**src/rtl/pva_pkg.sv**
```systemverilog
// shared types and constants for the polyphonic voice allocator
// voice table entry, result item, command and operation codes
// no dependencies
package pva_pkg;

    localparam int NOTE_W      = 8;
    localparam int VEL_W       = 7;
    localparam int KEY_W       = 7;
    localparam int VID_W       = 4;
    localparam int OP_W        = 3;
    localparam int CMD_W       = 3;
    localparam int VCOUNT_W    = 5;
    localparam int TRANSPOSE_W = 6;
    localparam int CFG_IDX_W   = 2;
    localparam int CFG_DATA_W  = 6;

    localparam int MAX_RESULTS = 16;
    localparam int RES_PTR_W   = 4;
    localparam int RES_CNT_W   = 5;

    localparam logic [VCOUNT_W-1:0]    VCOUNT_RESET    = 5'd16;
    localparam logic [TRANSPOSE_W-1:0] TRANSPOSE_RESET = 6'd24;
    localparam logic [NOTE_W-1:0]      TRANSPOSE_BIAS  = 8'd24;
    localparam logic [KEY_W-1:0]       PEDAL_THRESH    = 7'd63;

    typedef enum logic [OP_W-1:0] {
        OP_NOTE_ON        = 3'd0,
        OP_NOTE_OFF       = 3'd1,
        OP_PEDAL          = 3'd2,
        OP_ALL_SOUND_OFF  = 3'd3,
        OP_ALL_NOTES_OFF  = 3'd4,
        OP_VOICE_SILENT   = 3'd5
    } t_op;

    typedef enum logic [CMD_W-1:0] {
        CMD_NONE      = 3'd0,
        CMD_START     = 3'd1,
        CMD_RELEASE   = 3'd2,
        CMD_SYNC      = 3'd3,
        CMD_LFO       = 3'd4,
        CMD_XSIG      = 3'd5,
        CMD_XSTATE    = 3'd6
    } t_cmd;

    typedef enum logic [CFG_IDX_W-1:0] {
        CFG_VOICE_COUNT = 2'd0,
        CFG_TRANSPOSE   = 2'd1,
        CFG_MONO_MODE   = 2'd2,
        CFG_OSC_SYNC    = 2'd3
    } t_cfg;

    typedef struct packed {
        logic [NOTE_W-1:0] note;
        logic [VEL_W-1:0]  vel;
        logic              keydown;
        logic              sustained;
        logic              live;
    } t_voice;

    typedef struct packed {
        t_cmd              command;
        logic [VID_W-1:0]  target;
        logic [VID_W-1:0]  source;
        logic [NOTE_W-1:0] pitch;
        logic [VEL_W-1:0]  vel;
    } t_result;

    typedef struct packed {
        logic push;
        logic push_last;
        logic mark_last;
        logic hold;
    } t_qctl;

endpackage

```
**src/rtl/polyphonic_voice_allocator_core.sv**
```systemverilog
// polyphonic voice allocator: voice table in a synchronous memory, scan sequencer
// one item at a time; an item waits for the result queue to drain, then runs its
// table scans (over the configured voice count, over all VOICES for all-sound-off
// and all-notes-off); results leave one per cycle while the consumer is ready;
// synchronous active-low reset, the table reads as cleared through per-entry
// valid flags, so no clearing pass is needed
module polyphonic_voice_allocator_core import pva_pkg::*; #(
    parameter int VOICES = 16
) (
    input  logic                   i_clk,
    input  logic                   i_rst_n,
    input  logic                   i_in_valid,
    output logic                   o_in_ready,
    input  logic [OP_W-1:0]        i_operation,
    input  logic [KEY_W-1:0]       i_key,
    input  logic [VEL_W-1:0]       i_velocity,
    input  logic [KEY_W-1:0]       i_pedal_value,
    input  logic [VID_W-1:0]       i_silent_voice,
    output logic                   o_out_valid,
    input  logic                   i_out_ready,
    output logic [CMD_W-1:0]       o_command,
    output logic [VID_W-1:0]       o_target_voice,
    output logic [VID_W-1:0]       o_source_voice,
    output logic [NOTE_W-1:0]      o_voice_pitch,
    output logic [VEL_W-1:0]       o_voice_velocity,
    output logic                   o_last,
    input  logic                   i_cfg_wr_en,
    input  logic [CFG_IDX_W-1:0]   i_cfg_index,
    input  logic [CFG_DATA_W-1:0]  i_cfg_data
);

    localparam int IW = (VOICES > 1) ? $clog2(VOICES) : 1;
    localparam int CW = $clog2(VOICES + 1);

    typedef enum logic [9:0] {
        S_IDLE     = 10'b0000000001,
        S_WAIT     = 10'b0000000010,
        S_SCAN     = 10'b0000000100,
        S_UP_VWR   = 10'b0000001000,
        S_UP_TWR   = 10'b0000010000,
        S_DN_START = 10'b0000100000,
        S_DN_SYNC  = 10'b0001000000,
        S_DN_LFO   = 10'b0010000000,
        S_DN_LIVE  = 10'b0100000000,
        S_FINISH   = 10'b1000000000
    } t_state;

    typedef enum logic [2:0] {
        M_UP_FIND   = 3'd0,
        M_UP_MONO   = 3'd1,
        M_DN_FIND   = 3'd2,
        M_DN_MONO   = 3'd3,
        M_PEDAL     = 3'd4,
        M_SOUND_OFF = 3'd5,
        M_NOTES_OFF = 3'd6,
        M_SILENT    = 3'd7
    } t_mode;

    t_state r_state, n_state;
    t_mode  r_mode;

    logic [VCOUNT_W-1:0]    r_vcount;
    logic [TRANSPOSE_W-1:0] r_transpose;
    logic                   r_mono;
    logic                   r_osc;
    logic [IW-1:0]          r_next;
    logic                   r_pedal;

    t_op                    r_op;
    logic [NOTE_W-1:0]      r_pitch;
    logic [VEL_W-1:0]       r_vel;
    logic [KEY_W-1:0]       r_pedalv;
    logic [VID_W-1:0]       r_silent;

    t_voice                 r_mem [VOICES];
    logic [VOICES-1:0]      r_vld;
    t_voice                 r_rdata;
    logic                   r_rd_vld;
    logic                   r_tag;
    logic [IW-1:0]          r_ridx;

    logic [IW-1:0]          r_addr;
    logic [CW-1:0]          r_iss;
    logic [CW-1:0]          r_chk;
    logic [CW-1:0]          r_len;

    logic [IW-1:0]          r_v;
    logic [IW-1:0]          r_t;
    t_voice                 r_vcap;
    t_voice                 r_tcap;
    logic                   r_hit;
    logic                   r_found;
    logic                   r_busy0;
    logic [NOTE_W-1:0]      r_high;
    logic [RES_CNT_W-1:0]   r_nres;

    logic [7:0]             vc_ext;
    logic [CW-1:0]          eff_cnt;
    t_voice                 ent;
    t_voice                 dn_entry;
    logic                   ev;
    logic                   last_chk;
    logic                   match;
    logic                   cand;
    logic                   scan_end;
    logic                   rd_en;
    logic [IW-1:0]          addr_nx;
    logic                   go_scan;
    t_mode                  go_mode;
    logic [IW-1:0]          go_start;
    logic [CW-1:0]          go_len;
    logic                   mem_we;
    logic [IW-1:0]          mem_wa;
    t_voice                 mem_wd;
    logic                   push_req;
    logic                   push_ok;
    logic                   push_last;
    logic                   mark;
    t_result                push_item;
    t_qctl                  q_ctl;
    logic                   q_empty;
    t_result                q_item;
    logic                   in_acc;

    function automatic t_result mk_result(t_cmd cmd, logic [IW-1:0] tgt, logic [IW-1:0] src);
        t_result res;
        res         = '0;
        res.command = cmd;
        res.target  = VID_W'(tgt);
        res.source  = VID_W'(src);
        return res;
    endfunction

    assign in_acc     = i_in_valid && o_in_ready;
    assign o_in_ready = (r_state == S_IDLE);

    always_comb begin
        vc_ext = {3'b000, r_vcount};
        if (vc_ext == 8'd0) begin
            eff_cnt = CW'(1);
        end else if (vc_ext > 8'(VOICES)) begin
            eff_cnt = CW'(VOICES);
        end else begin
            eff_cnt = CW'(vc_ext);
        end
    end

    assign ent      = r_rd_vld ? r_rdata : '0;
    assign ev       = (r_state == S_SCAN) && r_tag;
    assign last_chk = (r_chk == r_len - CW'(1));
    assign addr_nx  = (CW'(r_addr) == r_len - CW'(1)) ? '0 : r_addr + IW'(1);
    assign cand     = ent.keydown && (r_ridx != r_v) && (!r_found || (ent.note > r_high));

    always_comb begin
        dn_entry           = r_vcap;
        dn_entry.note      = r_pitch;
        dn_entry.vel       = r_vel;
        dn_entry.keydown   = 1'b1;
        dn_entry.sustained = r_pedal;
    end

    always_comb begin
        n_state   = r_state;
        go_scan   = 1'b0;
        go_mode   = r_mode;
        go_start  = '0;
        go_len    = eff_cnt;
        mem_we    = 1'b0;
        mem_wa    = r_ridx;
        mem_wd    = ent;
        push_req  = 1'b0;
        push_last = 1'b0;
        mark      = 1'b0;
        push_item = mk_result(CMD_NONE, '0, '0);
        match     = 1'b0;
        case (r_state)
            S_IDLE: begin
                if (i_in_valid) begin
                    n_state = S_WAIT;
                end
            end
            S_WAIT: begin
                if (q_empty) begin
                    case (r_op)
                        OP_NOTE_ON: begin
                            go_scan = 1'b1;
                            if (r_vel != '0) begin
                                go_mode  = M_DN_FIND;
                                go_start = r_next;
                            end else begin
                                go_mode = M_UP_FIND;
                            end
                        end
                        OP_NOTE_OFF: begin
                            go_scan = 1'b1;
                            go_mode = M_UP_FIND;
                        end
                        OP_PEDAL: begin
                            if (r_pedalv > PEDAL_THRESH) begin
                                n_state = S_FINISH;
                            end else begin
                                go_scan = 1'b1;
                                go_mode = M_PEDAL;
                            end
                        end
                        OP_ALL_SOUND_OFF: begin
                            go_scan = 1'b1;
                            go_mode = M_SOUND_OFF;
                            go_len  = CW'(VOICES);
                        end
                        OP_ALL_NOTES_OFF: begin
                            go_scan = 1'b1;
                            go_mode = M_NOTES_OFF;
                            go_len  = CW'(VOICES);
                        end
                        OP_VOICE_SILENT: begin
                            if (!r_mono && (8'(r_silent) < 8'(eff_cnt))) begin
                                go_scan  = 1'b1;
                                go_mode  = M_SILENT;
                                go_start = IW'(r_silent);
                                go_len   = CW'(1);
                            end else begin
                                n_state = S_FINISH;
                            end
                        end
                        default: begin
                            n_state = S_FINISH;
                        end
                    endcase
                end
            end
            S_SCAN: begin
                if (ev) begin
                    case (r_mode)
                        M_UP_FIND: begin
                            match = ent.keydown && (ent.note == r_pitch);
                            if (match) begin
                                if (r_mono) begin
                                    go_scan = 1'b1;
                                    go_mode = M_UP_MONO;
                                end else begin
                                    n_state = S_UP_VWR;
                                end
                            end else if (last_chk) begin
                                n_state = S_FINISH;
                            end
                        end
                        M_UP_MONO: begin
                            if (last_chk) begin
                                n_state = S_UP_VWR;
                            end
                        end
                        M_DN_FIND: begin
                            match = !ent.keydown;
                            if (match || last_chk) begin
                                n_state = S_DN_START;
                            end
                        end
                        M_DN_MONO: begin
                            match = ent.live;
                            if (match) begin
                                if (!ent.keydown) begin
                                    mem_we      = 1'b1;
                                    mem_wd.live = 1'b0;
                                    push_req    = 1'b1;
                                    push_item   = mk_result(CMD_XSIG, r_v, r_ridx);
                                    n_state     = S_DN_LIVE;
                                end else if (ent.note < r_pitch) begin
                                    mem_we      = 1'b1;
                                    mem_wd.live = 1'b0;
                                    push_req    = 1'b1;
                                    push_item   = mk_result(CMD_XSTATE, r_v, r_ridx);
                                    n_state     = S_DN_LIVE;
                                end else begin
                                    n_state = S_FINISH;
                                end
                            end else if (last_chk) begin
                                n_state = S_DN_LIVE;
                            end
                        end
                        M_PEDAL: begin
                            if (ent.sustained && !ent.keydown) begin
                                mem_we           = 1'b1;
                                mem_wd.sustained = 1'b0;
                                push_req         = 1'b1;
                                push_item        = mk_result(CMD_RELEASE, r_ridx, '0);
                            end
                            if (last_chk) begin
                                n_state = S_FINISH;
                            end
                        end
                        M_SOUND_OFF: begin
                            if (ent.live) begin
                                mem_we           = 1'b1;
                                mem_wd.keydown   = 1'b0;
                                mem_wd.sustained = 1'b0;
                                mem_wd.live      = 1'b0;
                                push_req         = 1'b1;
                                push_item        = mk_result(CMD_SYNC, r_ridx, '0);
                            end
                            if (last_chk) begin
                                n_state = S_FINISH;
                            end
                        end
                        M_NOTES_OFF: begin
                            if (ent.live && ent.keydown) begin
                                mem_we         = 1'b1;
                                mem_wd.keydown = 1'b0;
                            end
                            if (last_chk) begin
                                n_state = S_FINISH;
                            end
                        end
                        M_SILENT: begin
                            if (ent.live) begin
                                mem_we           = 1'b1;
                                mem_wd.keydown   = 1'b0;
                                mem_wd.sustained = 1'b0;
                                mem_wd.live      = 1'b0;
                            end
                            if (last_chk) begin
                                n_state = S_FINISH;
                            end
                        end
                        default: begin
                            n_state = S_FINISH;
                        end
                    endcase
                end
            end
            S_UP_VWR: begin
                mem_we           = 1'b1;
                mem_wa           = r_v;
                mem_wd           = r_vcap;
                mem_wd.keydown   = 1'b0;
                mem_wd.sustained = r_pedal | r_vcap.sustained;
                if (r_mono && r_found) begin
                    mem_wd.live = 1'b0;
                    push_req    = 1'b1;
                    push_item   = mk_result(CMD_XSTATE, r_t, r_v);
                end
                n_state = S_UP_TWR;
            end
            S_UP_TWR: begin
                if (r_mono && r_found) begin
                    mem_we      = 1'b1;
                    mem_wa      = r_t;
                    mem_wd      = r_tcap;
                    mem_wd.live = 1'b1;
                end
                if (!r_pedal) begin
                    push_req  = 1'b1;
                    push_item = mk_result(CMD_RELEASE, r_v, '0);
                end
                n_state = S_FINISH;
            end
            S_DN_START: begin
                if (r_hit) begin
                    mem_we          = 1'b1;
                    mem_wa          = r_v;
                    mem_wd          = dn_entry;
                    push_req        = 1'b1;
                    push_item       = mk_result(CMD_START, r_v, '0);
                    push_item.pitch = r_pitch;
                    push_item.vel   = r_vel;
                end
                n_state = S_DN_SYNC;
            end
            S_DN_SYNC: begin
                if (r_hit && r_osc) begin
                    push_req  = 1'b1;
                    push_item = mk_result(CMD_SYNC, r_v, '0);
                end
                n_state = S_DN_LFO;
            end
            S_DN_LFO: begin
                if (r_busy0) begin
                    push_req  = 1'b1;
                    push_item = mk_result(CMD_LFO, r_v, '0);
                end
                if (r_mono) begin
                    go_scan = 1'b1;
                    go_mode = M_DN_MONO;
                end else begin
                    n_state = S_DN_LIVE;
                end
            end
            S_DN_LIVE: begin
                mem_we      = 1'b1;
                mem_wa      = r_v;
                mem_wd      = r_vcap;
                mem_wd.live = 1'b1;
                n_state     = S_FINISH;
            end
            S_FINISH: begin
                if (r_nres == '0) begin
                    push_req  = 1'b1;
                    push_last = 1'b1;
                end else begin
                    mark = 1'b1;
                end
                n_state = S_IDLE;
            end
            default: begin
                n_state = S_IDLE;
            end
        endcase
        if (go_scan) begin
            n_state = S_SCAN;
        end
    end

    assign scan_end = ev && (go_scan || (n_state != S_SCAN));
    assign rd_en    = (r_state == S_SCAN) && (r_iss < r_len) && !scan_end;
    assign push_ok  = push_req && (r_nres < RES_CNT_W'(MAX_RESULTS));

    assign q_ctl.push      = push_ok;
    assign q_ctl.push_last = push_last;
    assign q_ctl.mark_last = mark;
    assign q_ctl.hold      = !((r_state == S_IDLE) || (r_state == S_WAIT));

    // control state
    always_ff @(posedge i_clk) begin
        if (!i_rst_n) begin
            r_state     <= S_IDLE;
            r_mode      <= M_UP_FIND;
            r_vcount    <= VCOUNT_RESET;
            r_transpose <= TRANSPOSE_RESET;
            r_mono      <= 1'b0;
            r_osc       <= 1'b0;
            r_next      <= '0;
            r_pedal     <= 1'b0;
            r_vld       <= '0;
            r_rd_vld    <= 1'b0;
            r_tag       <= 1'b0;
            r_iss       <= '0;
            r_chk       <= '0;
            r_len       <= CW'(1);
            r_hit       <= 1'b0;
            r_found     <= 1'b0;
            r_busy0     <= 1'b0;
            r_nres      <= '0;
        end else begin
            r_state  <= n_state;
            r_tag    <= rd_en;
            r_rd_vld <= r_vld[r_addr];
            if (mem_we) begin
                r_vld[mem_wa] <= 1'b1;
            end
            if (i_cfg_wr_en) begin
                case (t_cfg'(i_cfg_index))
                    CFG_VOICE_COUNT: begin
                        r_vcount <= i_cfg_data[VCOUNT_W-1:0];
                        r_next   <= '0;
                    end
                    CFG_TRANSPOSE: begin
                        r_transpose <= i_cfg_data;
                    end
                    CFG_MONO_MODE: begin
                        r_mono <= i_cfg_data[0];
                    end
                    CFG_OSC_SYNC: begin
                        r_osc <= i_cfg_data[0];
                    end
                    default: begin
                        r_osc <= r_osc;
                    end
                endcase
            end
            if ((r_state == S_WAIT) && q_empty && (r_op == OP_PEDAL)) begin
                r_pedal <= (r_pedalv > PEDAL_THRESH);
            end
            if (in_acc) begin
                r_nres <= '0;
            end else if (push_ok) begin
                r_nres <= r_nres + RES_CNT_W'(1);
            end
            if (go_scan) begin
                r_mode  <= go_mode;
                r_len   <= go_len;
                r_iss   <= '0;
                r_chk   <= '0;
                r_found <= 1'b0;
                if (go_mode == M_DN_FIND) begin
                    r_hit   <= 1'b0;
                    r_busy0 <= 1'b0;
                end
            end else begin
                if (rd_en) begin
                    r_iss <= r_iss + CW'(1);
                end
                if (ev) begin
                    r_chk <= r_chk + CW'(1);
                end
                if (ev && (r_mode == M_UP_MONO) && cand) begin
                    r_found <= 1'b1;
                end
                if (ev && (r_mode == M_DN_FIND) && match) begin
                    r_hit   <= 1'b1;
                    r_busy0 <= (r_chk == '0);
                end
            end
            if ((r_state == S_DN_START) && r_hit) begin
                r_next <= (CW'(r_v) == eff_cnt - CW'(1)) ? '0 : r_v + IW'(1);
            end
        end
    end

    // item fields and scan datapath
    always_ff @(posedge i_clk) begin
        if (in_acc) begin
            r_op     <= t_op'(i_operation);
            r_pitch  <= NOTE_W'({1'b0, i_key}) + NOTE_W'(r_transpose) - TRANSPOSE_BIAS;
            r_vel    <= i_velocity;
            r_pedalv <= i_pedal_value;
            r_silent <= i_silent_voice;
        end
        if (go_scan) begin
            r_addr <= go_start;
        end else if (rd_en) begin
            r_addr <= addr_nx;
        end
        if (ev && (r_mode == M_UP_FIND) && match) begin
            r_v    <= r_ridx;
            r_vcap <= ent;
        end
        if (ev && (r_mode == M_UP_MONO) && cand) begin
            r_t    <= r_ridx;
            r_tcap <= ent;
            r_high <= ent.note;
        end
        if (ev && (r_mode == M_DN_FIND) && (match || (r_chk == '0))) begin
            r_v    <= r_ridx;
            r_vcap <= ent;
        end
        if ((r_state == S_DN_START) && r_hit) begin
            r_vcap <= dn_entry;
        end
    end

    // voice table
    always_ff @(posedge i_clk) begin
        if (mem_we) begin
            r_mem[mem_wa] <= mem_wd;
        end
        r_rdata <= r_mem[r_addr];
        r_ridx  <= r_addr;
    end

    pva_result_queue u_queue (
        .i_clk       (i_clk),
        .i_rst_n     (i_rst_n),
        .i_ctl       (q_ctl),
        .i_item      (push_item),
        .i_pop_ready (i_out_ready),
        .o_valid     (o_out_valid),
        .o_empty     (q_empty),
        .o_item      (q_item),
        .o_last      (o_last)
    );

    assign o_command        = q_item.command;
    assign o_target_voice   = q_item.target;
    assign o_source_voice   = q_item.source;
    assign o_voice_pitch    = q_item.pitch;
    assign o_voice_velocity = q_item.vel;

endmodule

```
**src/rtl/pva_result_queue.sv**
```systemverilog
// result queue of the voice allocator: holds the commands of one item
// the newest entry is held back until its last flag is settled
// depends on pva_pkg
module pva_result_queue import pva_pkg::*; (
    input  logic    i_clk,
    input  logic    i_rst_n,
    input  t_qctl   i_ctl,
    input  t_result i_item,
    input  logic    i_pop_ready,
    output logic    o_valid,
    output logic    o_empty,
    output t_result o_item,
    output logic    o_last
);

    t_result                r_buf [MAX_RESULTS];
    logic [MAX_RESULTS-1:0] r_last;
    logic [RES_PTR_W-1:0]   r_wp;
    logic [RES_PTR_W-1:0]   r_rp;
    logic [RES_CNT_W-1:0]   r_cnt;
    logic                   pop;

    assign o_empty = (r_cnt == '0);
    assign o_valid = (r_cnt > RES_CNT_W'(1)) || ((r_cnt == RES_CNT_W'(1)) && !i_ctl.hold);
    assign pop     = o_valid && i_pop_ready;
    assign o_item  = r_buf[r_rp];
    assign o_last  = r_last[r_rp];

    always_ff @(posedge i_clk) begin
        if (!i_rst_n) begin
            r_wp  <= '0;
            r_rp  <= '0;
            r_cnt <= '0;
        end else begin
            if (i_ctl.push) begin
                r_wp <= r_wp + RES_PTR_W'(1);
            end
            if (pop) begin
                r_rp <= r_rp + RES_PTR_W'(1);
            end
            case ({i_ctl.push, pop})
                2'b10: begin
                    r_cnt <= r_cnt + RES_CNT_W'(1);
                end
                2'b01: begin
                    r_cnt <= r_cnt - RES_CNT_W'(1);
                end
                default: begin
                    r_cnt <= r_cnt;
                end
            endcase
        end
    end

    always_ff @(posedge i_clk) begin
        if (i_ctl.push) begin
            r_buf[r_wp]  <= i_item;
            r_last[r_wp] <= i_ctl.push_last;
        end else if (i_ctl.mark_last) begin
            r_last[r_wp - RES_PTR_W'(1)] <= 1'b1;
        end
    end

endmodule
```
**config.mk**
```make
export PLATFORM = sky130hd
export DESIGN_NAME = polyphonic_voice_allocator_core
export DESIGN_NICKNAME = d
export VERILOG_FILES = /design/src/rtl/pva_pkg.sv /design/src/rtl/polyphonic_voice_allocator_core.sv /design/src/rtl/pva_result_queue.sv
export SDC_FILE = /design/constraint.sdc
export NUM_CORES = 1
export LEC_CHECK = 0
export ABC_AREA = 1
export BUFFER_PORTS_ARGS = -buffer_cell sky130_fd_sc_hd__buf_2
export CAP_MARGIN = 20
export CORE_UTILIZATION = 35
export DETAILED_ROUTE_END_ITERATION = 10
export GPL_TIMING_DRIVEN = 1
export PLACE_DENSITY_LB_ADDON = 0.12
export SLEW_MARGIN = 20
export SYNTH_ARGS = -nofsm -noshare
export SYNTH_HDL_FRONTEND = slang
export SYNTH_SLANG_ARGS = --single-unit
```
**constraint.sdc**
```tcl
create_clock -name i_clk -period 4.4 [get_ports i_clk]
set_input_delay 1.1 -clock i_clk [delete_from_list [all_inputs] [get_ports i_clk]]
set_output_delay 1.1 -clock i_clk [all_outputs]
set_load 0.1 [all_outputs]
```
# Word-level counts from Yosys, hierarchy flattened
# Memory sizes are Yosys's and may differ from the RTL's. A register that Yosys moved wholly into a read port is not among the register bits.
# Cells that the tools add are included.
# totals
ff_bits	181
ram_bits	704
n_memories	2
# memory_table
name	depth	word_bits	read_ports	rd_ports_with_merged_regs	wr	line	source
u_queue.r_buf	16	26	1	1	1	pva_result_queue.sv:16	t_result r_buf [MAX_RESULTS];
r_mem	16	18	1	1	1	polyphonic_voice_allocator_core.sv:75	t_voice r_mem [VOICES];
# op_classes
n_addsub	14
n_lt_le_gt_ge	16
n_eq_ne	36
mux	143
bitwise	5
n_reduce_logical	70
# op_table
op	count
2-to-1 mux 10 bit	16
2-to-1 mux 26 bit	6
case mux 26 bit (6 select lines)	1
2-to-1 mux 18 bit	6
2-to-1 mux 25 bit	4
case mux 10 bit (8 select lines)	1
case mux 26 bit (3 select lines)	1
2-to-1 mux 4 bit	17
case mux 10 bit (5 select lines)	1
2-to-1 mux 1 bit	46
case mux 15 bit (3 select lines)	1
2-to-1 mux 16 bit	2
bitwise OR 16 bit	2
2-to-1 mux 3 bit	10
case mux 10 bit (3 select lines)	1
logical AND 1 bit	29
less-than comparator 4 x 5 -> 1 bit (second input constant)	5
2-to-1 mux 5 bit	5
2-to-1 mux 24 bit	1
adder 5 x 1 -> 5 bit (second input constant)	4
zero test 5 bit	4
case mux 5 bit (2 select lines)	2
equality test 3 bit (second input constant)	6
case mux 3 bit (6 select lines)	1
other kinds (59)	112

# Depth between registers and ports, before layout
# Gate-level depths: netlist of run 1.
# depth
word_depth	17
ltp_mapped	23
mapped_depth_nobuf	21

# Hierarchy
# Synthesis of run 1 repeated with hierarchy kept, for this count alone.
# unflattened
hier_cells	3205
hier_area_um2	34135.2
# modules_own_cells
mod	n_inst	cells_each	area_per_inst_um2	seq_area_each_um2
pva_result_queue	1	1623	19000.7	13312.8
polyphonic_voice_allocator_core	1	1582	15134.5	8698.3

# Least setup slack after synthesis of run 1
# OpenSTA, ideal clock, no wires.
# synth_timing
path_kind	register to register
from	reg r_rd_vld
to	mem u_queue.r_buf[0][0] (netlist bit) (enable)
t_arrival_ns	3.169
required_time_ns	3.991
setup_slack_ns	0.822
path_stages_with_launch	17
n_path_buf	1
synth_period_minus_slack_ns	3.578
path_cell_list	dfxtp_1 buf_2 nand2_1 inv_1 ha_1 a21o_1 o21ai_0 nand3_1 nand2_1 nand2_1 nand2_1 nand2_1 nand2_1 nand2_2 inv_2 nand2_1 nor2_1
# synth_rtl
element	line	source
start: declaration	polyphonic_voice_allocator_core.sv:78	logic r_rd_vld;
start signal: assignment	polyphonic_voice_allocator_core.sv:446	r_rd_vld <= r_vld[r_addr];
end: declaration	pva_result_queue.sv:16	

==> results by group, run 1 <==
Synth
  – Syn_area_per_cell: 11.2 µm²
  – Syn Std Cell Area: 34,000 µm²
  – Post-synthesis cell type count: 58
  – Synth cell count leaders: 663 x edfxtp_1, 349 x nand2_1, 328 x inv_1
  – Top-count cell post-synth: edfxtp_1
  – YS warnings: 0
  – Number of synthesized flops with an enable pin: approximately 660
  – Cell count after synthesis: 3,047
  – Synth top area cells: edfxtp_1 59%, dfxtp_1 6.2%, o21ai_0 4.3%, nand2_1 3.9%, inv_1 3.6%
  – FFs w/ async S/R, synth: 0%
  – Post-synth top area share: 58.6%
  – Synth Flop Type: edfxtp_1
  – FF+latch count, synth: 768
  – Seq/Total Area, Yosys: 64.7%
  – Post-synthesis net count: 3,145
  – Biggest area consumer among synthesized cells: edfxtp_1

Setup path
  – Buf/Inv on CP: 3
  – CP max FO: 43
  – Critical path class: reg -> out
  – Crit-path leading delay family: buffers and inverters
  – Worst path slowest cell: dfxtp_4
  – Required time of the critical path: 3300 ps
  – Reg2reg start: r_rd_vld$_SDFF_PN0_
  – Worst R2R End: u_queue.r_cnt[3]$_SDFFE_PN0P_
  – Arrival @ worst endpoint: 3140 ps
  – Biggest cell delay along the critical path: approximately 740 ps
  – CP startpoint kind: flip-flop
  – Depth of the worst register-to-register path: 18
  – Reg2Reg Setup Slack: 500 ps
  – Worst setup EP type: primary output
  – Critical path cell sequence: clkinv_2, buf_12, o21ai_0, o211ai_1, nand2_1, buf_2

Placement
  – Placed Cells: 4,340
  – Final HPWL DP: slightly above 60 mm
  – Number of port buffers: 63
  – Final GP Congestion: approximately 0.9

Drt
  – Routed Antenna Nets: 0
  – 1st-iter DRT viols: 1,786
  – DRC viols: 0
  – Drt first pass iters: 5
  – DR vias/cell: 5.19
  – Routed WL: 95.2 mm
  – Via count: between 20,000 and 25,000
  – DR WL/cell: 21.1 µm

STA
  – Slew HR: 29.9%
  – Period utilization: 96.3%
  – Max Fclk: 236 MHz
  – Fin Setup TNS: 0 ps
  – Final hold violations: 0
  – Slew Limit Fails: 0
  – Final setup viols: 0
  – RSZ-0062 raised after global routing: false
  – Minimum clock period: 4240 ps
  – Slew @ Worst Pin: 1050 ps
  – Layout Skew: between 20 and 25 ps

Final layout
  – Layout fillers: 9,212
  – Register area: 22,000 µm²
  – Antenna fix cells: 0
  – Layout Cells excl Fill: about 4,500
  – Layout cells sized above 1: 12.0%
  – Layout area overhead: 15.9%
  – Final #Nets: between 3,000 and 4,000
  – Area occupied by multi-input gates: 10,200 µm²

Clock network
  – H-tree Lvls: 3
  – Clock Sinks: 768
  – CTS max path bufs: 3
  – Post-CTS Hold Fix Bufs: 0
  – CTS tree: yes
  – Clk pin slew, worst setup/hold paths: 60 ps
  – Cts bufs inserted: 86
  – Post-CTS resize count: 0
  – Clk Latency, worst-skew pair: 660 ps
  – Clk root buf: clkbuf_16
  – Setup Fix Bufs, Post-CTS: 0

Power
  – Pwr per Cell Area: 507 nW/µm²
  – Leakage: 14.5 nW
  – Peak supply drop: between 0.2 and 0.3 mV

Die
  – Die height: 314 µm
  – IO Count: 70
  – Initial Utilization: 35.6%
  – Die area: 98,400 µm²
  – Core Box Area: 95,600 µm²
  – Die width: 314 µm
  – Row Count: 113

Status
  – Status: finished clean

Min path
  – Min-Delay Endpoint: r_vld[0]$_SDFFE_PN0P_
  – Worst min path class: reg -> reg
  – WHS Path Cells: 2
  – Hold_sp: r_vld[0]$_SDFFE_PN0P_

Global routing
  – Vias in the first global route: 23,300
  – Largest net degree at the start of global routing: 103
  – First-pass GRT wire length: 144 mm
  – Grt total ovfl: 0
  – Initial antenna violation count: 1
  – GRT Overall Usage: 19.4%

Run
  – Max Cap Viol: 0
worst reg2reg max path, stage by stage (launching register included):
cell and delay [ps]:
dfxtp_1 650, nand2_1 240, inv_1 160, ha_1 260, a21o_1 180, o21ai_0 160, nand3_1 190, nand2_1 150
nand2_1 220, nand2_1 140, nand2_1 70, nand2_1 150, nand2_2 80, buf_4 220, ha_1 420, a21oi_1 140
o21ai_0 130, o21ai_0 160, a21oi_1 60
stage by stage:
stage                     hold WS, ps  power (mW)  util [%]  instance area, µm²  setup WS (ps)
after floorplan                   346        11.7         -               34000            822
after global placement            435        12.8      38.2               36500            568
after detailed placement          439        12.9      38.2               36500            552
after CTS                         448        20.2      41.2               39400           76.1
after global routing              460        20.8      41.2               39400           7.28
final                             446        20.0      41.2               39400            162
cell type report:
class | instances | area share (%)
repair buffers | 164 | 3.39
multi-input cells | 1787 | 25.9
well taps | 1265 | 4.02
inverters | 356 | 3.40
clock inverters | 58 | 1.58
clock buffers | 104 | 5.79
flip-flops and latches | 768 | 55.9
cell usage in the layout, fill, tap and decap left out, types with 21 or more instances in the layout:
| master | netlist | final |
|---|---|---|
| nand4_1 | 23 | 23 |
| nand2_1 | 349 | 349 |
| o211ai_1 | 120 | 120 |
| ha_1 | 56 | 56 |
| clkinv_1 | 3 | 26 |
| inv_2 | 25 | 26 |
| nand3_1 | 157 | 157 |
| inv_1 | 328 | 324 |
| buf_12 | 0 | 21 |
| o21ai_0 | 289 | 283 |
| a21oi_1 | 233 | 233 |
| buf_4 | 2 | 80 |
| buf_2 | 22 | 63 |
| o21ai_1 | 17 | 22 |
| nor3_1 | 29 | 29 |
| o22ai_1 | 31 | 31 |
| edfxtp_1 | 663 | 663 |
| clkbuf_16 | 0 | 88 |
| nor2_1 | 220 | 205 |
| mux2i_1 | 104 | 104 |
| dfxtp_1 | 105 | 101 |
| nor2_4 | 9 | 22 |
worst max-delay path by stage:
stage | startpoint | end | slack, ps | cells after the start
floorplan | r_rd_vld$_SDFF_PN0_ | u_queue.r_buf[0][0]$_DFFE_PP_ | 820 | 16
global placement | r_rd_vld$_SDFF_PN0_ | u_queue.r_buf[7][0]$_DFFE_PP_ | 570 | 17
detailed placement | r_rd_vld$_SDFF_PN0_ | u_queue.r_buf[7][0]$_DFFE_PP_ | 550 | 17
CTS | flip-flop | o_voice_velocity[2] | 80 | 6
global route | flip-flop | o_voice_velocity[2] | 7 | 6
finish | flip-flop | o_voice_velocity[2] | 160 | 6
kinds of logic (layout without fill, tap and decap cells):
logic type               Yosys count  in the layout  synth area share, %
flip-flops                       768            768                 64.7
multiplexers                     104            104                 3.06
AND/OR/NAND/NOR                  833            833                 10.8
buffers and inverters            492            682                 5.56
XOR/XNOR                          27             27                0.696
AO/OA/AOI/OAI                    766            766                 13.0
adder cells (fa/ha/maj)           57             57                 2.12
state kept, by name, summed over array words and instances, names as in the netlist, 5 cells and up, named ones only:
signal	flops
u_queue.r_buf	416
r_mem	176
r_vld	16
u_queue.r_last	16
r_rdata	11
r_state	10
r_vcap	10
r_high	8
r_pitch	8
r_vel	7
r_transpose	6
r_chk	5
r_iss	5
r_len	5
r_nres	5
r_vcount	5
u_queue.r_cnt	5
power by group:
group	switching, mW	internal (mW)
clock	2.98	4.36
sequential	0.185	7.90
combinational	3.36	1.21
total	6.52	13.5
layer usage:
metal | GRT usage, % | wire length (µm) | share of wire (%) | vias to the layer above
met5 | 0 | 0 | 0 | -
li1 | - | - | - | 11100
met1 | 24.9 | 41400 | 43 | 11500
met3 | 2.39 | 3940 | 4.1 | 138
met4 | 5.64 | 2350 | 2.5 | 0
met2 | 34.0 | 47500 | 50 | 554
(Power assumes the default switching activity.)
==> inputs of run 2 (changes only) <==
BUFFER_PORTS_ARGS = not set   (was -buffer_cell sky130_fd_sc_hd__buf_2)
DONT_BUFFER_PORTS = 1   (was not set)
TNS_END_PERCENT = 5   (was not set)
==> run 2 against run 1 <==
Effect of this change: wire length is 0.61% lower; critical path depth stayed put; register-to-register slack gained 230 ps; utilization down 0.27 points; via count is 0.77% lower; critical endpoint is now o_source_voice[1]; non-clock buffer count fell by 36.
==> results by group, run 2 (synthesis gave the netlist of run 1 again) <==
Status
  – Status: finished clean (unchanged)

Setup path
  – Biggest cell delay along the critical path: 610 ps (was 740 ps)
  – Worst setup EP type: primary output (unchanged)
  – Buf/Inv on CP: 2 (was 3)
  – Critical path class: reg -> out (unchanged)
  – Required time of the critical path: 3300 ps (about the same)
  – Crit-path leading delay family: buffers and inverters (unchanged)
  – Critical path's most frequent cell: buf_4
  – CP max FO: 30 (was 43)
  – Critical path cell sequence: buf_4, mux2i_1, o211ai_1, nand3_1, nand2_1, buf_4 (was clkinv_2, buf_12, o21ai_0, o211ai_1, nand2_1, buf_2)
  – CP startpoint kind: flip-flop (unchanged)
  – Arrival @ worst endpoint: 2760 ps (was 3140 ps)
  – Worst path slowest cell: dfxtp_4 (unchanged)

Drt
  – Drt first pass iters: 6 (was 5)
  – DR vias/cell: 5.20 (was 5.19)
  – 1st-iter DRT viols: 1,912 (was 1,786)
  – Routed WL: 94.6 mm (was 95.2 mm)
  – Routed Antenna Nets: 0 (unchanged)
  – DR WL/cell: 21.2 µm (was 21.1 µm)
  – Via count: 23,200 (was 23,400)
  – DRC viols: 0 (unchanged)

Clock network
  – Setup Fix Bufs, Post-CTS: 0 (unchanged)
  – Post-CTS resize count: 0 (unchanged)
  – H-tree Lvls: 3 (unchanged)
  – CTS max path bufs: 3 (unchanged)
  – CTS tree: yes (unchanged)
  – Post-CTS Hold Fix Bufs: 0 (unchanged)
  – Clock Sinks: 768 (unchanged)
  – Clk root buf: clkbuf_16 (unchanged)
  – Cts bufs inserted: 85 (was 86)
  – Clk pin slew, worst setup/hold paths: 60 ps (about the same)
  – Clk Latency, worst-skew pair: 660 ps (about the same)

Global routing
  – Initial antenna violation count: 2 (was 1)
  – Grt total ovfl: 0 (unchanged)
  – Largest net degree at the start of global routing: 105 (was 103)
  – Vias in the first global route: 23,200 (was 23,300)
  – GRT Overall Usage: 19.2% (was 19.4%)
  – First-pass GRT wire length: 142 mm (was 144 mm)

STA
  – Slew Limit Fails: 0 (unchanged)
  – Layout Skew: 30.3 ps (was 23.9 ps)
  – Max Fclk: 259 MHz (was 236 MHz)
  – Period utilization: 87.8% (was 96.3%)
  – RSZ-0062 raised after global routing: false (unchanged)
  – Slew @ Worst Pin: 1020 ps (was 1050 ps)
  – Fin Setup TNS: 0 ps (unchanged)
  – Slew HR: 31.8% (was 29.9%)
  – Final hold violations: 0 (unchanged)
  – Final setup viols: 0 (unchanged)
  – Hold WS: 445 ps (was 446 ps)
  – Minimum clock period: 3860 ps (was 4240 ps)

Final layout
  – Layout area overhead: 15.1% (was 15.9%)
  – Most common cell after layout, fill and taps aside: edfxtp_1 (unchanged)
  – Register bank with the most flops: u_queue.r_buf (unchanged)
  – Biggest regs: u_queue.r_buf (416), r_mem (176) (unchanged)
  – Layout cells sized above 1: 10.8% (was 12.0%)
  – Max reg flops: 416 (unchanged)
  – Most frequent cells in the layout: 663 x edfxtp_1, 349 x nand2_1, 324 x inv_1 (unchanged)
  – Final #Nets: 3,224 (was 3,261)

Power
  – Peak supply drop: 0.283 mV (was 0.298 mV)
  – Pwr per Cell Area: 507 nW/µm² (about the same)
  – Leakage: 14.3 nW (was 14.5 nW)

Die
  – Die area: 98,400 µm² (unchanged)
  – Die height: 314 µm (unchanged)
  – Die width: 314 µm (unchanged)
  – Initial Utilization: 35.6% (unchanged)
  – Core Box Area: 95,600 µm² (unchanged)
  – Row Count: 113 (unchanged)
  – IO Count: 70 (unchanged)

Run
  – Max Cap Viol: 0 (unchanged)

Min path
  – Worst min path class: reg -> reg (unchanged)

Placement
  – Final HPWL DP: 59.1 mm (was 60.4 mm)
  – Final GP Congestion: 0.860 (was 0.886)
  – Number of port buffers: 0 (was 63)
-- run 2: cell types whose count changed in the layout (fill, tap and decap cells not counted), sizes merged --
cell	delta
clkinvlp	-5
bufinv	-5
clkbuf	+13
buf	-36
clkinv	-13
diode	+1
inv	+4
-- run 2: per-layer routing --
metal,vias up,track usage (%),wire length [µm]
li1,11100,-,-
met1,11400,25.0,41600
met2,588,32.9,46300
met3,150,2.80,3970
met4,0,6.08,2700
met5,-,0,0
-- run 2: final timing paths --
kind | end | from | slack (ps) | cells after the start
worst max-delay path | o_source_voice[1] | flip-flop | 540 | 6
worst min-delay path | r_vld[3]$_SDFFE_PN0P_ | r_vld[3]$_SDFFE_PN0P_ | 440 | 2
worst max register to register | u_queue.r_cnt[3]$_SDFFE_PN0P_ | r_rd_vld$_SDFF_PN0_ | 730 | 18
worst min register to register | r_vld[3]$_SDFFE_PN0P_ | r_vld[3]$_SDFFE_PN0P_ | 440 | 2
-- run 2: per-stage QoR --
step	setup WS [ps]	utilization, %	total power [mW]	area [µm²]	std cells
2_1_floorplan	822	-	11.7	34000	3047
3_3_place_gp	814	38.1	13.0	36400	4304
3_5_place_dp	783	38.1	13.0	36400	4304
4_1_cts	427	40.9	20.1	39100	4460
5_1_grt	335	40.9	20.7	39100	4460
6_report	536	40.9	19.8	39100	4461
-- run 2: report_power, final --
| part | internal (mW) | switching [mW] |
|---|---|---|
| registers | 7.90 | 0.135 |
| logic | 1.33 | 3.44 |
| clock network | 4.11 | 2.91 |
-- run 2: final cells by class --
| class | instances | area, µm² |
|---|---|---|
| multi-input combinational | 1787 | 10200 |
| inverter | 356 | 1340 |
| antenna | 1 | 2.50 |
| sequential | 768 | 22000 |
| clock buffer | 117 | 2350 |
| fill | 9165 | 56400 |
| tap | 1265 | 1580 |
| timing repair buffer | 128 | 1240 |
| clock inverter | 39 | 404 |
-- run 2: worst reg2reg max path: stages (launching register included) --
cell	delay (ps)
dfxtp_1	500
nand2_1	170
inv_1	160
ha_1	260
a21o_1	180
o21ai_0	160
nand3_1	200
nand2_1	160
nand2_1	220
nand2_1	150
nand2_1	70
nand2_1	150
nand2_2	80
buf_4	220
ha_1	410
a21oi_1	140
o21ai_0	120
o21ai_0	170
a21oi_1	60
==> inputs of run 3 (changes only) <==
CORE_UTILIZATION = 50   (was 35)
==> run 3 against run 2 <==
Effect of this change: critical path depth rose by 1; utilization grew 17 points; combinational power grew 8.8%; wire length down 6.8%; fmax decreased by 0.46%; largest cell class unchanged; non-clock buffer count shrank 8; sequential power increased by 0.7%; clock skew rose by 0.54 ps.
==> results by group, run 3 (synthesis gave the netlist of run 1 again) <==
Global routing
  – First-pass GRT wire length: 135 mm (was 142 mm)
  – Largest net degree at the start of global routing: 105 (unchanged)
  – Vias in the first global route: 23,100 (was 23,200)
  – Grt total ovfl: 0 (unchanged)
  – Initial antenna violation count: 3 (was 2)
  – GRT Overall Usage: 25.6% (was 19.2%)

Clock network
  – Post-CTS Hold Fix Bufs: 0 (unchanged)
  – H-tree Lvls: 3 (unchanged)
  – Setup Fix Bufs, Post-CTS: 0 (unchanged)
  – Clock Sinks: 768 (unchanged)
  – CTS max path bufs: 3 (unchanged)
  – Post-CTS resize count: 0 (unchanged)
  – CTS tree: yes (unchanged)
  – Clk Latency, worst-skew pair: 640 ps (was 660 ps)
  – Cts bufs inserted: 82 (was 85)
  – Clk root buf: clkbuf_16 (unchanged)
  – Clk pin slew, worst setup/hold paths: 60 ps (about the same)

Placement
  – Placement Setup Slack: 843 ps (was 783 ps)
  – Final HPWL DP: 55.3 mm (was 59.1 mm)
  – Number of port buffers: 0 (unchanged)
  – Final GP Congestion: 0.898 (was 0.860)

Drt
  – Via count: 23,400 (was 23,200)
  – Routed Antenna Nets: 0 (unchanged)
  – DR WL/cell: 21.8 µm (was 21.2 µm)
  – Top Layer Used: met4 (unchanged)
  – DR vias/cell: 5.78 (was 5.20)
  – WL met3: 3.94 mm (was 3.97 mm)
  – Routed WL: 88.2 mm (was 94.6 mm)
  – DRC viols: 0 (unchanged)
  – Drt first pass iters: 5 (was 6)
  – 1st-iter DRT viols: 2,072 (was 1,912)
  – Met2 routed WL: 44.4 mm (was 46.3 mm)
  – WL met1: 37.3 mm (was 41.6 mm)

Final layout
  – Layout area overhead: 14.3% (was 15.1%)
  – Antenna fix cells: 0 (was 1)
  – Most common cell after layout, fill and taps aside: edfxtp_1 (unchanged)
  – Layout fillers: 5,534 (was 9,165)
  – Biggest regs: u_queue.r_buf (416), r_mem (176) (unchanged)
  – Final #Nets: 3,213 (was 3,224)
  – Area occupied by multi-input gates: 10,200 µm² (unchanged)
  – Max reg flops: 416 (unchanged)
  – Register area: 22,000 µm² (about the same)
  – Most frequent cells in the layout: 663 x edfxtp_1, 349 x nand2_1, 327 x inv_1 (was 663 x edfxtp_1, 349 x nand2_1, 324 x inv_1)
  – Register bank with the most flops: u_queue.r_buf (unchanged)
  – Final core utilization: 57.7% (was 40.9%)
  – Layout cells sized above 1: 10.6% (was 10.8%)

STA
  – Final hold violations: 0 (unchanged)
  – Worst setup margin: 518 ps (was 536 ps)
  – Max Fclk: 258 MHz (was 259 MHz)
  – Slew Limit Fails: 0 (unchanged)
  – Minimum clock period: 3880 ps (was 3860 ps)
  – Slew HR: 33.8% (was 31.8%)
  – Final setup viols: 0 (unchanged)
  – RSZ-0062 raised after global routing: false (unchanged)
  – Slew @ Worst Pin: 992 ps (was 1020 ps)
  – Fin Setup TNS: 0 ps (unchanged)
  – Period utilization: 88.2% (was 87.8%)
  – Layout Skew: 30.9 ps (was 30.3 ps)

Setup path
  – Arrival @ worst endpoint: 2780 ps (was 2760 ps)
  – Required time of the critical path: 3300 ps (about the same)
  – CP max FO: 50 (was 30)
  – Depth of the worst register-to-register path: 16 (was 18)
  – Worst setup EP type: primary output (unchanged)
  – CP startpoint kind: flip-flop (unchanged)
  – Critical path class: reg -> out (unchanged)

Min path
  – Worst min path class: reg -> reg (unchanged)
  – WHS Path Cells: 2 (unchanged)

Run
  – Max Cap Viol: 0 (unchanged)

Die
  – Die width: 263 µm (was 314 µm)
  – Row Count: 95 (was 113)
  – Die area: 69,000 µm² (was 98,400 µm²)
  – IO Count: 70 (unchanged)
  – Die height: 263 µm (was 314 µm)
  – Core Box Area: 67,300 µm² (was 95,600 µm²)
  – Initial Utilization: 50.5% (was 35.6%)

Power
  – Final total power: 20.1 mW (was 19.8 mW)
  – Peak supply drop: 0.360 mV (was 0.283 mV)
  – Leakage: 14.3 nW (about the same)
  – Pwr per Cell Area: 518 nW/µm² (was 507 nW/µm²)

Status
  – Status: finished clean (unchanged)
==> run 3: cell types whose count changed in the layout (fill, tap and decap cells not counted), moves of 3 or more <==
cell	previous run	this run
buf_4	106	71
buf_12	22	49
clkinv_1	14	20
inv_16	3	0
inv_1	324	327
clkbuf_1	24	9
==> run 3: path summary, 6_finish.rpt <==
| kind | start | to | slack (ps) |
|---|---|---|---|
| setup / recovery | flip-flop | o_voice_velocity[0] | 520 |
| hold reg to reg | r_vld[0]$_SDFFE_PN0P_ | r_vld[0]$_SDFFE_PN0P_ | 450 |
| setup reg to reg | r_rd_vld$_SDFF_PN0_ | u_queue.r_buf[4][22]$_DFFE_PP_ | 710 |
| hold / removal | r_vld[0]$_SDFFE_PN0P_ | r_vld[0]$_SDFFE_PN0P_ | 450 |
==> run 3: power breakdown <==
| part | leakage, nW | internal [mW] | total (mW) | switching, mW |
|---|---|---|---|---|
| Combinational | 5.99 | 1.76 | 5.19 | 3.43 |
| Sequential | 7.01 | 7.90 | 8.09 | 0.196 |
| Clock | 1.32 | 4.00 | 6.84 | 2.84 |
| Total | 14.3 | 13.7 | 20.1 | 6.47 |
==> run 3: metal layers <==
metal | up-vias | global-route usage, %
met5 | - | 0
met4 | 0 | 9.01
met3 | 136 | 3.05
met2 | 676 | 44.4
met1 | 11600 | 33.1
li1 | 11000 | -
==> run 3: final cells by class <==
type / count / share of cell area (%)
clock buffers: 101 / 5.81
repair buffers: 120 / 3.90
clock inverters: 49 / 1.11
inverters: 356 / 3.44
flip-flops and latches: 768 / 56.7
multi-input cells: 1787 / 26.3
well taps: 873 / 2.81
==> run 3: metrics by stage <==
stage	hold slack, ps	std cells	cell area, µm²
4_1_cts	447	4054	38800
6_report	446	4054	38900
2_1_floorplan	346	3047	34000
3_3_place_gp	433	3904	36200
5_1_grt	461	4054	38900
3_5_place_dp	439	3904	36200
==> run 3: worst max-delay path: stages, from the launching register on <==
cell and delay (ps):
dfxtp_4 670, buf_12 320, buf_4 230, mux2i_1 190
o21ai_0 100, o211ai_1 190, nand2_1 160, buf_12 200
